<file path="src/sv/stl_pkg.sv">
// Package for the hash-map lookup/insert block: request/result structs,
// status codes, geometry constants and the controller state enum.
// No dependencies.
package stl_pkg;

	localparam int CAPACITY_DEF = 128;
	localparam int GROUP_SLOTS_DEF = 16;
	localparam logic [7:0] EMPTY_MARK = 8'h80;
	localparam int TAG_SHIFT = 25;
	localparam logic [7:0] LOAD_LIMIT_RST = 8'd112;

	typedef enum logic [2:0] {
		ST_FOUND    = 3'd0,
		ST_MISSING  = 3'd1,
		ST_UPDATED  = 3'd2,
		ST_INSERTED = 3'd3,
		ST_FULL     = 3'd4
	} status_t;

	localparam logic OP_LOOKUP = 1'b0;
	localparam logic OP_INSERT = 1'b1;

	typedef struct packed {
		logic        operation;
		logic [63:0] key;
		logic [63:0] hash_value;
		logic [63:0] write_value;
	} req_t;

	typedef struct packed {
		logic [2:0]  status;
		logic [63:0] read_value;
		logic [6:0]  slot;
		logic [7:0]  entry_total;
	} rsp_t;

	typedef enum logic [2:0] {
		S_CLEAR,
		S_IDLE,
		S_READ,
		S_CHECK,
		S_WRITE,
		S_DONE
	} fsm_t;

endpackage

</file>
<file path="src/sv/stl_ctrl_mem.sv">
// Control byte memory, one byte per slot.
// One synchronous memory with a registered read; depends on stl_pkg.
module stl_ctrl_mem #(
	parameter int CAPACITY = stl_pkg::CAPACITY_DEF,
	localparam int AW = $clog2(CAPACITY)
) (
	input  logic          clk,
	input  logic          we,
	input  logic [AW-1:0] waddr,
	input  logic [7:0]    wdata,
	input  logic [AW-1:0] raddr,
	output logic [7:0]    rdata
);

	logic [7:0] mem [CAPACITY];

	// Write and read the control byte of one slot
	always_ff @(posedge clk) begin
		if (we) begin
			mem[waddr] <= wdata;
		end
		rdata <= mem[raddr];
	end

endmodule

</file>
<file path="config.mk">
export PLATFORM = sky130hd
export DESIGN_NAME = stl_ctrl_mem
export DESIGN_NICKNAME = d
export VERILOG_FILES = /design/src/sv/stl_pkg.sv /design/src/sv/stl_ctrl_mem.sv
export SDC_FILE = /design/constraint.sdc
export NUM_CORES = 1
export LEC_CHECK = 0
export BUFFER_PORTS_ARGS = -buffer_cell sky130_fd_sc_hd__buf_2
export CORE_MARGIN = 10
export CORE_UTILIZATION = 45
export DETAILED_ROUTE_END_ITERATION = 10
export SYNTH_ARGS = -nofsm -noshare
export SYNTH_HDL_FRONTEND = slang
export SYNTH_SLANG_ARGS = --single-unit
</file>
<file path="constraint.sdc">
create_clock -name clk -period 2.95 [get_ports clk]
set_clock_uncertainty 0.05 [all_clocks]
set_input_delay 0.1475 -clock clk [delete_from_list [all_inputs] [get_ports clk]]
set_output_delay 0.1475 -clock clk [all_outputs]
set_load 0.02 [all_outputs]
</file>
# Word-level counts from Yosys, hierarchy flattened
# Memory sizes are Yosys's and may differ from the RTL's. A register that Yosys moved wholly into a read port is not among the register bits.
# Cells that the tools add are included.
# totals
ram_bits,1024
word_cells,3
mem_count,1
regBits,0
inputBits,24
out_inout_bits,8
# op_classes
n_mux,2
# mem_list
memory,words,word_bits,rd,rd_ports_with_merged_regs,write_ports,line_no,rtl
mem,128,8,1,1,1,stl_ctrl_mem.sv:15,logic [7:0] mem [CAPACITY];
# ops
cell,count
2-to-1 mux 1 bit,2

# Longest topological paths before layout
# logic_depth
word_depth,2
depth_mapped,7

# Worst setup path before layout
# Ideal clock, no wire load.
# synth_timing
path_type,input-to-reg
from,input raddr[0]
to,"register rdata[0], read port of mem"
cell_stages,6
setup_time_ns,0.121
path_buffers,2
arrival_time_ns,2.531
slack_ns,0.248
path_cell_list,clkbuf_1 -> buf_1 -> mux4_2 -> mux4_2 -> mux4_2 -> mux2_2
# synth_lines
item,line_no,rtl
from (decl),stl_ctrl_mem.sv:11,"input logic [AW-1:0] raddr,"
to (decl),stl_ctrl_mem.sv:12,output logic [7:0] rdata

==> results <==
- The number of H-tree levels is 3.
- Wire segments on met3 add up to 6.80 mm in the final route.
- Along the worst path, the maximum fanout reaches 1.
- Counting flops with a built-in enable in the synthesized netlist gives 1024.
- The critical path in this run is classified as flop to flop.
- The worst pin sits at a relative slew slack of 30.7%.
- The average wire length per cell after detail routing is 30.4 um.
- The fraction of post-synthesis cell area in the top cell type by area is 77.5%.
- Along the worst hold path, the cell count comes to 1.
- The final-report hold violation count is 4.
- The detailed-route vias per instance is 5.88.
- The achievable clock frequency is 0.400 GHz.
- The leakage power figure is 14.5 nW.
- TritonCTS built the clock tree.
- The first-pass iteration count of the detailed router is 5.
- Entering global routing, the biggest net connects 95 pins.
- The TritonCTS sink count is 1032.
- The final-layout setup total negative slack is 0 ns.
- During synthesis, Yosys emitted a total of 0 warnings.
- For the worst flop-to-flop path, the logic depth is 4.
- The fraction of layout cells with a size suffix above 1 is 35.9%.
- The initial cell density of the core is 45.5%.
- The biggest area contributor in the post-synthesis netlist is sky130_fd_sc_hd__edfxtp_1.
- The core area is 87200 sq um.
- The total power per unit cell area is 669 nW/um^2.
- The worst hold slack across all endpoints is -0.0123 ns.
- The required time of the critical path is 3.45 ns.
- The number of placed I/O pins is 32.
- The number of global-route vias before repair was 19000.
- The cell area that synthesis handed to floorplanning was 39700 sq um.
- In this run the horizontal extent of the chip is 317 um.
- Setup slack on the worst reg-to-reg path comes out at 0.45 ns.
- The class of the most critical hold timing path is input port to flop.
- The mean instance size in the synthesized netlist is 24.3 sq um.
- The checks that failed: hold timing.
- At the end of routability-driven placement, the weighted congestion stood at 0.837.
- Setup violations remaining at the end of the flow were counted as 0.
- The total routed wire length on the met1 layer is 38.6 mm.
- Sorting the synthesized cells by how often they occur yields sky130_fd_sc_hd__edfxtp_1 (1024), sky130_fd_sc_hd__mux4_2 (336), sky130_fd_sc_hd__nor2_1 (122), sky130_fd_sc_hd__clkbuf_1 (44), sky130_fd_sc_hd__buf_1 (18).
- The final route contains 18300 vias.
- The count of pins over their slew limit is 0.
- In this run the most critical hold path is launched from wdata[7].
- The number of nets handed over by synthesis was 1659.
- The TritonCTS buffer count is 105.
- The number of instances in the synthesized netlist is 1635.
- The count of buffers inserted at the top-level ports is 31.
- The growth of design area from synthesis to finish is 16.2%.
- The library cell with the highest instance count after synthesis is sky130_fd_sc_hd__edfxtp_1.
- The startpoint kind of the worst setup timing path is a flop.
- The global router's overall resource usage is 19.2%.
- The placed cell area is 42700 sq um.
- Summing all non-filler instances in the final layout gives an area of 46100 sq um.
- STA puts the critical path data arrival time at 3.00 ns.
- The floorplan die height is 317 um.
- For this run the aggregate overflow at the end of global routing stands at 0.
- The post-detailed-routing wire length is 94.7 mm.
- At the pin with the least slew margin, the transition time is 1.04 ns.
- Summed over all nets, wire length on met2 after detailed routing comes to 46.7 mm.
- The number of DRC violations after detailed-routing iteration 0 is 1995.
- The net count of the finished layout is 1894.
- The kind of end point of the critical path is a flop.
- Counting flops and latches in the post-synthesis netlist gives 1032.
- The floorplan step defined a die boundary enclosing 100000 sq um.
- The clock passes through at most 3 buffers.
- The number of violations of the max-capacitance limit is 0.
- For this run, design rule violations remaining after detail routing come to 0.
- The worst hold path terminates at mem[58][7]$_DFFE_PP_.
- The flow ran to the end, but the final reports show violations.
- Detailed placement ended at an HPWL of 59.5 mm.
- The clock reaches the later pin of the worst-skew pair after 0.67 ns.
- Sorting the synthesized cells by area gives the leading types as sky130_fd_sc_hd__edfxtp_1 (78%), sky130_fd_sc_hd__mux4_2 (19%), sky130_fd_sc_hd__nor2_1 (1.2%).
- The clock-pin slew on the worst setup and hold paths is 0.06 ns.
- The number of gates resized after CTS is 0.
- The smallest clock period supported by the final layout is computed as 2.50 ns.
- The worst register-to-register path ends at rdata[5]$_DFF_P_.
- In this run, distinct cell masters in the synthesized netlist total 17.
- The share of synthesized flip-flops with an asynchronous set or reset is 0%.
- VDD sags by at most 0.000610 V.
- In this run the clock root is driven by a sky130_fd_sc_hd__clkbuf_16.
- The first-pass GRT wire length is 138 mm.
- Setup repair after global routing left no endpoint under its margin.
- The final critical path takes up 84.8% of the cycle.
- The number of antenna violations at the first check in global routing came to 16.
- In this run the critical register-to-register path is launched from mem[63][5]$_DFFE_PP_.
- The highest signal layer in the routed design is met5.
- The most frequently used flop master after synthesis is sky130_fd_sc_hd__edfxtp_1.
- Row generation in the floorplan step produced 108 rows.
- The detail route stage leaves a number of antenna-violating nets equal to 0.
- Summing the sequential cell areas from Yosys gives 77.9% of the chip area.
-- logic make-up after synthesis --
kind of cell	Yosys count	share of synthesized area, %
muxes	344	19.3
and+or+nand+nor	170	1.76
buffers and inverters	89	1.01
DFF	1032	77.9
-- power by group --
group,internal (mW),switching (mW),leakage [nW]
Clock,7.56,5.42,1.64
Combinational,0.688,0.940,3.54
Sequential,16.2,0.0628,9.27
Total,24.4,6.42,14.5
-- through the flow --
step                utilization [%]  total power, mW  setup slack, ns  instances
global placement               49.0             18.2          -0.0269       2913
finish                         52.9             30.9            0.448       3115
CTS                            52.9             31.1            0.465       3112
global route                   52.9             31.8            0.435       3114
floorplan                         -             17.4            0.248       1635
detailed placement             49.0             18.2          0.00473       2913
-- state kept, by name, summed over array words and instances, names as in the netlist --
| signal | count |
|---|---|
| rdata | 8 |
| mem | 1024 |
-- worst max-delay path, cell delays in order (launching register included) --
cell and delay [ns]:
sky130_fd_sc_hd__edfxtp_1 0.37, sky130_fd_sc_hd__mux4_2 0.53, sky130_fd_sc_hd__mux4_2 0.57, sky130_fd_sc_hd__mux4_2 0.58, sky130_fd_sc_hd__mux2_2 0.30
-- how the worst max path moves through the flow --
stage,cells after the start,to,start,slack [ns]
3_5_place_dp,7,rdata[7]$_DFF_P_,raddr[0],0.005
2_1_floorplan,6,rdata[0]$_DFF_P_,raddr[0],0.25
3_3_place_gp,7,rdata[6]$_DFF_P_,raddr[0],-0.03
4_1_cts,4,rdata[5]$_DFF_P_,mem[58][5]$_DFFE_PP_,0.47
5_1_grt,4,rdata[6]$_DFF_P_,mem[63][6]$_DFFE_PP_,0.43
6_report,4,rdata[5]$_DFF_P_,mem[63][5]$_DFFE_PP_,0.45
-- routing by layer --
metal / up-vias / global-route usage (%)
met5: - / 0
met4: 14 / 5.73
met3: 143 / 4.20
met2: 702 / 30.4
met1: 9951 / 26.5
li1: 7510 / -
-- repair_timing --
item | in CTS | in global routing
hold buffers | 5 | 0
hold endpoints to repair | 149 | 0
setup buffers | 0 | 0
-- cell usage in the layout (no fill, tap or decap) --
cell and count:
sky130_fd_sc_hd__buf_12 32, sky130_fd_sc_hd__inv_6 5, sky130_fd_sc_hd__clkinvlp_4 4, sky130_fd_sc_hd__nand2b_1 2, sky130_fd_sc_hd__mux4_2 336, sky130_fd_sc_hd__nand2_1 14
sky130_fd_sc_hd__inv_16 1, sky130_fd_sc_hd__edfxtp_1 1024, sky130_fd_sc_hd__nor2b_1 7, sky130_fd_sc_hd__clkinv_4 2, sky130_fd_sc_hd__dfxtp_1 8, sky130_fd_sc_hd__clkinv_2 16
sky130_fd_sc_hd__buf_8 2, sky130_fd_sc_hd__clkbuf_1 22, sky130_fd_sc_hd__dlygate4sd3_1 5, sky130_fd_sc_hd__or3_1 1, sky130_fd_sc_hd__bufinv_16 11, sky130_fd_sc_hd__diode_2 3
sky130_fd_sc_hd__nand4_1 3, sky130_fd_sc_hd__clkbuf_16 106, sky130_fd_sc_hd__buf_4 158, sky130_fd_sc_hd__nor3_1 9, sky130_fd_sc_hd__mux2_2 8, sky130_fd_sc_hd__clkinv_1 26
sky130_fd_sc_hd__clkinv_8 1, sky130_fd_sc_hd__nand3_1 12, sky130_fd_sc_hd__nor2_1 122, sky130_fd_sc_hd__buf_2 20
-- area by class of cell --
class	instances	area [sq um]
Fill cell	6630	41100
Sequential cell	1032	30900
Multi-Input combinational cell	514	8350
Clock buffer	128	2740
Timing Repair Buffer	217	2010
Tap cell	1155	1450
Clock inverter	66	636
Antenna cell	3	7.51
Power figures use the tool's default switching activity.
